<file path="src/rtl/kvt_pkg.sv">
package kvt_pkg;

   // Default sizes of the table.
   localparam int ENTRIES_DEFAULT       = 16;
   localparam int KEY_BYTES_DEFAULT     = 8;
   localparam int PAYLOAD_BYTES_DEFAULT = 8;

   // Configuration register indexes.
   localparam logic [1:0] CSR_CAPACITY_LIMIT    = 2'd0;
   localparam logic [1:0] CSR_MAX_KEY_BYTES     = 2'd1;
   localparam logic [1:0] CSR_MAX_PAYLOAD_BYTES = 2'd2;

   typedef enum logic [1:0] {
      OP_INSERT = 2'd0,
      OP_GET    = 2'd1,
      OP_UPDATE = 2'd2,
      OP_DELETE = 2'd3
   } op_type;

   typedef enum logic [2:0] {
      STATUS_OK           = 3'd0,
      STATUS_FULL         = 3'd1,
      STATUS_KEY_LONG     = 3'd2,
      STATUS_PAYLOAD_LONG = 3'd3,
      STATUS_NOT_FOUND    = 3'd4
   } status_type;

   typedef struct packed {
      op_type      op;
      logic [63:0] key;
      logic [3:0]  key_length;
      logic [63:0] payload;
      logic [3:0]  payload_length;
   } req_type;

   typedef struct packed {
      status_type  status;
      logic [63:0] found_payload;
      logic [3:0]  found_payload_length;
      logic [4:0]  entry_count;
   } rsp_type;

   // Commands broadcast from the controller to every cell of the chain.
   typedef struct packed {
      logic write;
      logic update;
      logic remove;
   } cell_cmd_type;

   // Mask that keeps the low nbytes bytes of a 64-bit word.
   function automatic logic [63:0] byte_mask(input logic [3:0] nbytes);
      logic [63:0] m;
      m = '0;
      for (int b = 0; b < 8; b++) begin
         m[b*8 +: 8] = {8{4'(b) < nbytes}};
      end
      return m;
   endfunction

endpackage

</file>
<file path="src/rtl/kvt_cell.sv">
// One table entry. The cell compares its entry with the broadcast key, and
// passes "an earlier entry matched" plus the first matching payload to the
// next cell once per cycle, so the first match ripples down the chain.
module kvt_cell import kvt_pkg::*; #(
   parameter int IDX = 0,
   parameter int KW  = 64,
   parameter int PW  = 64,
   parameter int CW  = 5
) (
   input  logic         clock,
   input  cell_cmd_type cmd,
   input  logic [CW-1:0] count,
   input  logic [KW-1:0] req_key,
   input  logic [3:0]    req_klen,
   input  logic [PW-1:0] req_pay,
   input  logic [3:0]    req_plen,
   input  logic          prev_hit,
   input  logic [PW-1:0] prev_pay,
   input  logic [3:0]    prev_plen,
   input  logic [KW-1:0] next_key,
   input  logic [3:0]    next_klen,
   input  logic [PW-1:0] next_pay,
   input  logic [3:0]    next_plen,
   output logic [KW-1:0] own_key,
   output logic [3:0]    own_klen,
   output logic [PW-1:0] own_pay,
   output logic [3:0]    own_plen,
   output logic          hit,
   output logic [PW-1:0] hit_pay,
   output logic [3:0]    hit_plen
);

   logic [KW-1:0] key_ff,      key_in;
   logic [3:0]    klen_ff,     klen_in;
   logic [PW-1:0] pay_ff,      pay_in;
   logic [3:0]    plen_ff,     plen_in;
   logic          match_ff,    match_in;
   logic          hit_ff,      hit_in;
   logic [PW-1:0] hit_pay_ff,  hit_pay_in;
   logic [3:0]    hit_plen_ff, hit_plen_in;
   logic          live;
   logic          first;

   // Only entries below the count take part in a search.
   assign live     = CW'(IDX) < count;
   assign match_in = live && (klen_ff == req_klen) && (key_ff == req_key);

   // Prefix of the chain: a hit at or before this cell, and its payload.
   assign hit_in      = prev_hit | match_ff;
   assign hit_pay_in  = prev_hit ? prev_pay  : pay_ff;
   assign hit_plen_in = prev_hit ? prev_plen : plen_ff;
   assign first       = hit_ff & ~prev_hit;

   // Entry contents: insert at the count, update the first match, or shift
   // down from the neighbor when at or after the removed entry.
   always_comb begin
      key_in  = key_ff;
      klen_in = klen_ff;
      pay_in  = pay_ff;
      plen_in = plen_ff;
      if (cmd.write && (count == CW'(IDX))) begin
         key_in  = req_key;
         klen_in = req_klen;
         pay_in  = req_pay;
         plen_in = req_plen;
      end else if (cmd.update && first) begin
         pay_in  = req_pay;
         plen_in = req_plen;
      end else if (cmd.remove && hit_ff) begin
         key_in  = next_key;
         klen_in = next_klen;
         pay_in  = next_pay;
         plen_in = next_plen;
      end
   end

   always_ff @(posedge clock) begin
      key_ff      <= key_in;
      klen_ff     <= klen_in;
      pay_ff      <= pay_in;
      plen_ff     <= plen_in;
      match_ff    <= match_in;
      hit_ff      <= hit_in;
      hit_pay_ff  <= hit_pay_in;
      hit_plen_ff <= hit_plen_in;
   end

   assign own_key  = key_ff;
   assign own_klen = klen_ff;
   assign own_pay  = pay_ff;
   assign own_plen = plen_ff;
   assign hit      = hit_ff;
   assign hit_pay  = hit_pay_ff;
   assign hit_plen = hit_plen_ff;

endmodule

</file>
<file path="config.mk">
export PLATFORM = sky130hd
export DESIGN_NAME = kvt_cell
export DESIGN_NICKNAME = d
export VERILOG_FILES = /design/src/rtl/kvt_pkg.sv /design/src/rtl/kvt_cell.sv
export SDC_FILE = /design/constraint.sdc
export NUM_CORES = 1
export LEC_CHECK = 0
export ABC_AREA = 0
export ABC_CLOCK_PERIOD_IN_PS = 7900
export BUFFER_PORTS_ARGS = -buffer_cell sky130_fd_sc_hd__buf_2
export CORE_AREA = 2 2 217 219
export DETAILED_ROUTE_END_ITERATION = 6
export DIE_AREA = 0 0 219 221
export PLACE_DENSITY = 0.56
export SLEW_MARGIN = 20
export SYNTH_ARGS = -nofsm -noshare
export SYNTH_HDL_FRONTEND = slang
export SYNTH_SLANG_ARGS = --single-unit
</file>
<file path="constraint.sdc">
create_clock -name clock -period 7.9 [get_ports clock]
set_clock_uncertainty 0.2 [all_clocks]
set_input_delay 1.975 -clock clock [delete_from_list [all_inputs] [get_ports clock]]
set_output_delay 1.975 -clock clock [all_outputs]
set_load 0.03 [all_outputs]
</file>
==> impl_metrics.csv, run 1 <==
group,metric,value,unit
run_status,status,"complete, no violations",
layout,multi_input_area,3190,sq um
sta,slew_viol_final,0,
pwr,vdd_drop_max,0.160,mV
floorplanning,initial_utilization,0.191,
job,drv_cap,0,
clock_tree,post_cts_buffers,0,
critical_path,crit_type,"in2reg",
layout,syn_to_final_growth,47.9,%
layout,utilization,0.282,
drt,wl_per_cell,18.7,um
synth,yosysUniqueCellTypes,20,
sta,tns,0,ns
synth,synth_area_per_cell,16.5,sq um
placed_design,portBuffers,554,
critical_path,critPathLaunchType,"input pin",
placed_design,place.gp.congestion,0.809,
sta,setup_ws,3.59,ns
clock_tree,cts-resized-gates,0,
clock_tree,clock_path_buffers,3,
layout,num-fill-cells,4813,
floorplanning,core,46100,sq um
sta,report.final.hold_viol_count,0,
clock_tree,ctsHoldBuffers,0,
synth,seq_area_frac_synth,0.625,
synth,yosysWarningCount,0,
sta,rsz0062_at_grt,"no",
global_route,grt_pass1_wl,45.1,mm
drt,routed-via-count,6747,
clock_tree,clkSinkCount,206,
drt,dr.pass1.iters,4,
critical_path,crit_chain,"buf_4 -> nor2b_1 -> a22oi_2 -> buf_4 -> mux2_2",
critical_path,worstPathArrival,4.39,ns
global_route,grt_pass1_vias,7249,
layout,layout-drive-gt1-share,0.720,
sta,max_freq,0.232,GHz
sta,slew_headroom,0.368,
critical_path,cp-end-kind,"flip-flop",
drt,drc,0,
critical_path,worstPathMaxFanout,61,
layout,final-seq-area,5490,sq um
pwr,p_leak,5.67,nW
floorplanning,placementRows,79,
critical_path,critPathSlowestCell,"buf_4",
global_route,grt_usage,0.126,
global_route,gr-total-overflow,0,
global_route,antenna_found_initial,15,
synth,syn-cell-area,8780,sq um
drt,via_per_inst,3.92,
floorplanning,die_w,219,um
clock_tree,cts.htree.levels,1,
drt,wl,32.2,mm
clock_tree,clk_pin_slew,0.06,ns
clock_tree,root_buffer,"clkbuf_16",
synth,syn_nets,882,
placed_design,dp_hpwl,25.7,mm
critical_path,max_stage_delay,0.76,ns
placed_design,dp_slack,3.01,ns
pwr,power.density,214,nW/um^2
clock_tree,clkLatencyLatePin,0.53,ns
clock_tree,tritoncts,"done",
global_route,grt_start_max_net_pins,69,
synth,synth_seq_cells,206,
clock_tree,numCtsBuffers,25,
hold_path,hold_class,"reg2reg",
floorplanning,chipHeight,221,um
sta,tightest_slew,0.947,ns
floorplanning,io_pins,555,
floorplanning,die-area,48400,sq um
layout,fin_nets,1446,
critical_path,worstPathRequired,7.98,ns
synth,synthCells,532,
drt,drt_iter0_drc,218,
sta,finalSetupViolations,0,
sta,fin_crit,4.31,ns
critical_path,cp_common_cell,"buf_4",
drt,ant_nets,0,
sta,fin_hold_ws,0.299,ns
sta,min_period_over_period,0.546,
-- metrics by stage --
stage / instance area, sq um / instances / total power [W]
floorplan: 8780 / 532 / 0.00156
global placement: 12300 / 1676 / 0.00176
detailed placement: 12300 / 1676 / 0.00176
CTS: 13000 / 1720 / 0.00283
global route: 13000 / 1722 / 0.00290
finish: 13000 / 1722 / 0.00278
-- critical path, delay by kind of cell --
family | cells | cell delay [ns]
AOI/OAI and AO/OA | 1 | 0.61
muxes | 1 | 0.41
and+or+nand+nor | 1 | 0.17
buffers and inverters | 2 | 1.08
-- synthesized netlist by cell type, drive strengths merged --
cell    number  share of area
a22oi        1         0.0014
buf         16          0.012
clkbuf       6         0.0026
dfxtp       70           0.16
edfxtp     136           0.47
mux2       204           0.27
nand2        3         0.0013
nand4        8         0.0057
nor2         1         0.0013
nor2b        1        0.00071
nor3         1        0.00057
nor4        14          0.010
o21ai        1        0.00057
or2          1        0.00071
or4          1         0.0013
xnor2       18          0.018
xor2        50          0.050
-- final timing paths --
path,startpoint,endpoint,slack (ns),depth (start not counted)
setup / recovery,prev_hit,own_pay[3],3.59,5
hold / removal,own_pay[50],hit_pay[50],0.30,1
setup reg to reg,hit,own_pay[3],5.20,3
hold reg to reg,own_pay[50],hit_pay[50],0.30,1
-- placed cells by master, fill, tap and decap left out, types with 3 or more instances in the layout --
cell type,n
buf_2,553
mux2_2,186
edfxtp_1,136
dfxtp_1,70
xor2_1,50
clkbuf_16,25
mux2_4,18
xnor2_1,18
nor4_1,14
nand4_1,8
clkbuf_1,8
buf_4,6
clkinv_1,5
clkinv_2,3
-- state kept, by name (all words and copies together), names as in the netlist --
name / cells
own_klen: 4
hit_pay: 64
own_pay: 64
hit: 1
own_plen: 4
own_key: 64
hit_plen: 4
match_ff: 1
-- cells by family after synthesis --
logic type / Yosys count / synth area share
DFF: 206 / 0.625
buffers and inverters: 22 / 0.0144
and+or+nand+nor: 30 / 0.0215
AOI/OAI and AO/OA: 2 / 0.00199
muxes: 204 / 0.269
xor gates and xnor gates: 68 / 0.0678
-- area by class of cell --
type / instances / share of cell area
Multi-Input combinational cell: 304 / 0.246
Tap cell: 607 / 0.0585
Clock buffer: 35 / 0.0526
Clock inverter: 9 / 0.00328
Sequential cell: 206 / 0.423
Antenna cell: 2 / 0.000386
Timing Repair Buffer: 559 / 0.217
-- per-layer routing --
| layer | global-route usage | share of wire |
|---|---|---|
| met5 | 0 | 0.0013 |
| met3 | 0.0393 | 0.096 |
| met4 | 0.0425 | 0.029 |
| met2 | 0.237 | 0.51 |
| met1 | 0.129 | 0.36 |
-- power by group --
part / total [W] / internal [W] / switching (W)
Combinational: 0.000469 / 0.000192 / 0.000277
Clock: 0.00104 / 0.000598 / 0.000447
Sequential: 0.00127 / 0.00123 / 0.0000337
Note: power is estimated with default switching activity, not from simulation.
==> inputs of run 2 (changes only) <==
--- a/config.mk
+++ b/config.mk
@@ -6,12 +6,12 @@
 export NUM_CORES = 1
 export LEC_CHECK = 0
 export ABC_AREA = 0
-export ABC_CLOCK_PERIOD_IN_PS = 7900
+export ABC_CLOCK_PERIOD_IN_PS = 4000
 export BUFFER_PORTS_ARGS = -buffer_cell sky130_fd_sc_hd__buf_2
-export CORE_AREA = 2 2 217 219
+export CORE_AREA = 2 2 213 215
 export DETAILED_ROUTE_END_ITERATION = 6
-export DIE_AREA = 0 0 219 221
-export PLACE_DENSITY = 0.56
+export DIE_AREA = 0 0 215 217
+export PLACE_DENSITY = 0.55
 export SLEW_MARGIN = 20
 export SYNTH_ARGS = -nofsm -noshare
 export SYNTH_HDL_FRONTEND = slang
==> constraint.sdc (replaced) <==
create_clock -name clock -period 4 [get_ports clock]
set_clock_uncertainty 0.2 [all_clocks]
set_input_delay 1 -clock clock [delete_from_list [all_inputs] [get_ports clock]]
set_output_delay 1 -clock clock [all_outputs]
set_load 0.03 [all_outputs]
==> impl_metrics.csv, run 2 (same netlist as run 1, synthesis figures left out) <==
group,metric,value,unit
run_status,status,"complete, no violations",
critical_path,r2r_cells,3,
sta,rsz0062_at_grt,"no",
layout,fin_nets,1448,
drt,wl_per_cell,18.8,um
sta,tns,0,ns
placed_design,dp_hpwl,25.8,mm
critical_path,r2r_start,"hit",
pwr,power.density,425,nW/um^2
global_route,grt_pass1_vias,7074,
global_route,grt_usage,0.131,
sta,tightest_slew,1.03,ns
sta,fin_hold_ws,0.302,ns
clock_tree,clkLatencyLatePin,0.53,ns
drt,routed-via-count,6816,
drt,drc,0,
sta,min_period_over_period,0.724,
floorplanning,die-area,46700,sq um
floorplanning,initial_utilization,0.196,
drt,ant_nets,0,
drt,top_layer_used,"met5",
drt,wl_met1,11.8,mm
pwr,vdd_drop_max,0.332,mV
layout,layout_common_cells,"buf_2, mux2_2, edfxtp_1",
floorplanning,placementRows,78,
hold_path,hp-start,"own_pay[8]",
drt,met3_length,3.08,mm
drt,wl,32.3,mm
job,drv_cap,0,
floorplanning,core,44700,sq um
hold_path,hold_depth,1,
sta,report.final.hold_viol_count,0,
clock_tree,post_cts_buffers,0,
floorplanning,io_pins,555,
layout,final-seq-area,5490,sq um
floorplanning,die_w,215,um
global_route,grt_pass1_wl,45.4,mm
critical_path,rrSetupSlack,1.60,ns
pwr,p_leak,5.71,nW
critical_path,worstPathRequired,4.07,ns
critical_path,critPathLaunchType,"input pin",
critical_path,crit_type,"in2reg",
global_route,grt_start_max_net_pins,70,
layout,syn_to_final_growth,49.0,%
critical_path,worstPathArrival,2.97,ns
critical_path,worstPathMaxFanout,68,
global_route,gr-total-overflow,0,
clock_tree,clock_path_buffers,3,
sta,fin_crit,2.90,ns
floorplanning,chipHeight,217,um
clock_tree,root_buffer,"clkbuf_16",
critical_path,cp-end-kind,"flip-flop",
placed_design,place.gp.congestion,0.852,
sta,max_freq,0.345,GHz
sta,slew_headroom,0.316,
layout,num-fill-cells,4659,
clock_tree,ctsHoldBuffers,0,
drt,drt_iter0_drc,276,
critical_path,cp-startpoint,"count[3]",
sta,finalSetupViolations,0,
drt,met2WireLength,16.2,mm
layout,layout_commonest_cell,"buf_2",
layout,multi_input_area,3190,sq um
clock_tree,clk_pin_slew,0.05,ns
clock_tree,cts-resized-gates,0,
drt,dr.pass1.iters,6,
critical_path,r2r_end,"own_pay[6]",
clock_tree,cts.htree.levels,1,
hold_path,whs_endpoint,"hit_pay[8]",
sta,slew_viol_final,0,
clock_tree,numCtsBuffers,25,
clock_tree,tritoncts,"done",
global_route,antenna_found_initial,17,
drt,via_per_inst,3.96,
clock_tree,clkSinkCount,206,
hold_path,hold_class,"reg2reg",
layout,layout-drive-gt1-share,0.724,
placed_design,portBuffers,554,
run 2: cell count changes in the layout (fill, tap and decap cells not counted), moves of 2 or more:
cell and change:
buf_12 +4, clkinv_2 +2, buf_4 -2, diode_2 +2, clkinv_1 -3, clkbuf_8 +3
run 2: final cells by class:
cell class,instances,share of cell area
Clock inverter,8,0.00306
Timing Repair Buffer,561,0.220
Antenna cell,4,0.000765
Multi-Input combinational cell,304,0.244
Sequential cell,206,0.419
Tap cell,600,0.0574
Clock buffer,37,0.0551
run 2: worst max path at each step:
| stage | end | slack, ns | cells after the start |
|---|---|---|---|
| after global routing | own_pay[15] | 1.09 | 6 |
| after detailed placement | own_pay[63] | 0.55 | 6 |
| after global placement | own_pay[62] | 0.59 | 6 |
| after floorplan | own_key[0] | 0.27 | 3 |
| final | own_pay[6] | 1.10 | 6 |
| after CTS | own_pay[16] | 1.13 | 6 |
run 2: critical path, cell delays in order:
cell and delay [ns]:
buf_2 0.11, or4_4 0.54, nor2_4 0.22, a22oi_2 0.15, buf_4 0.41, mux2_2 0.42
run 2: power breakdown:
part / internal (W) / total [W] / switching [W]
Combinational: 0.000388 / 0.000931 / 0.000542
Clock: 0.00124 / 0.00212 / 0.000885
Sequential: 0.00244 / 0.00250 / 0.0000677
run 2: through the flow:
stage / util / instances / worst slack, ns / area, sq um / total power (W)
after detailed placement: 0.275 / 1671 / 0.554 / 12300 / 0.00349
after global placement: 0.275 / 1671 / 0.586 / 12300 / 0.00348
after floorplan: - / 532 / 0.273 / 8780 / 0.00307
after CTS: 0.292 / 1716 / 1.13 / 13100 / 0.00565
final: 0.293 / 1720 / 1.10 / 13100 / 0.00556
after global routing: 0.293 / 1719 / 1.09 / 13100 / 0.00579
run 2: metal layers:
metal | up-vias | track usage
met4 | 6 | 0.0529
met5 | - | 0
met2 | 392 | 0.238
li1 | 3147 | -
met1 | 3203 | 0.139
met3 | 68 | 0.0444
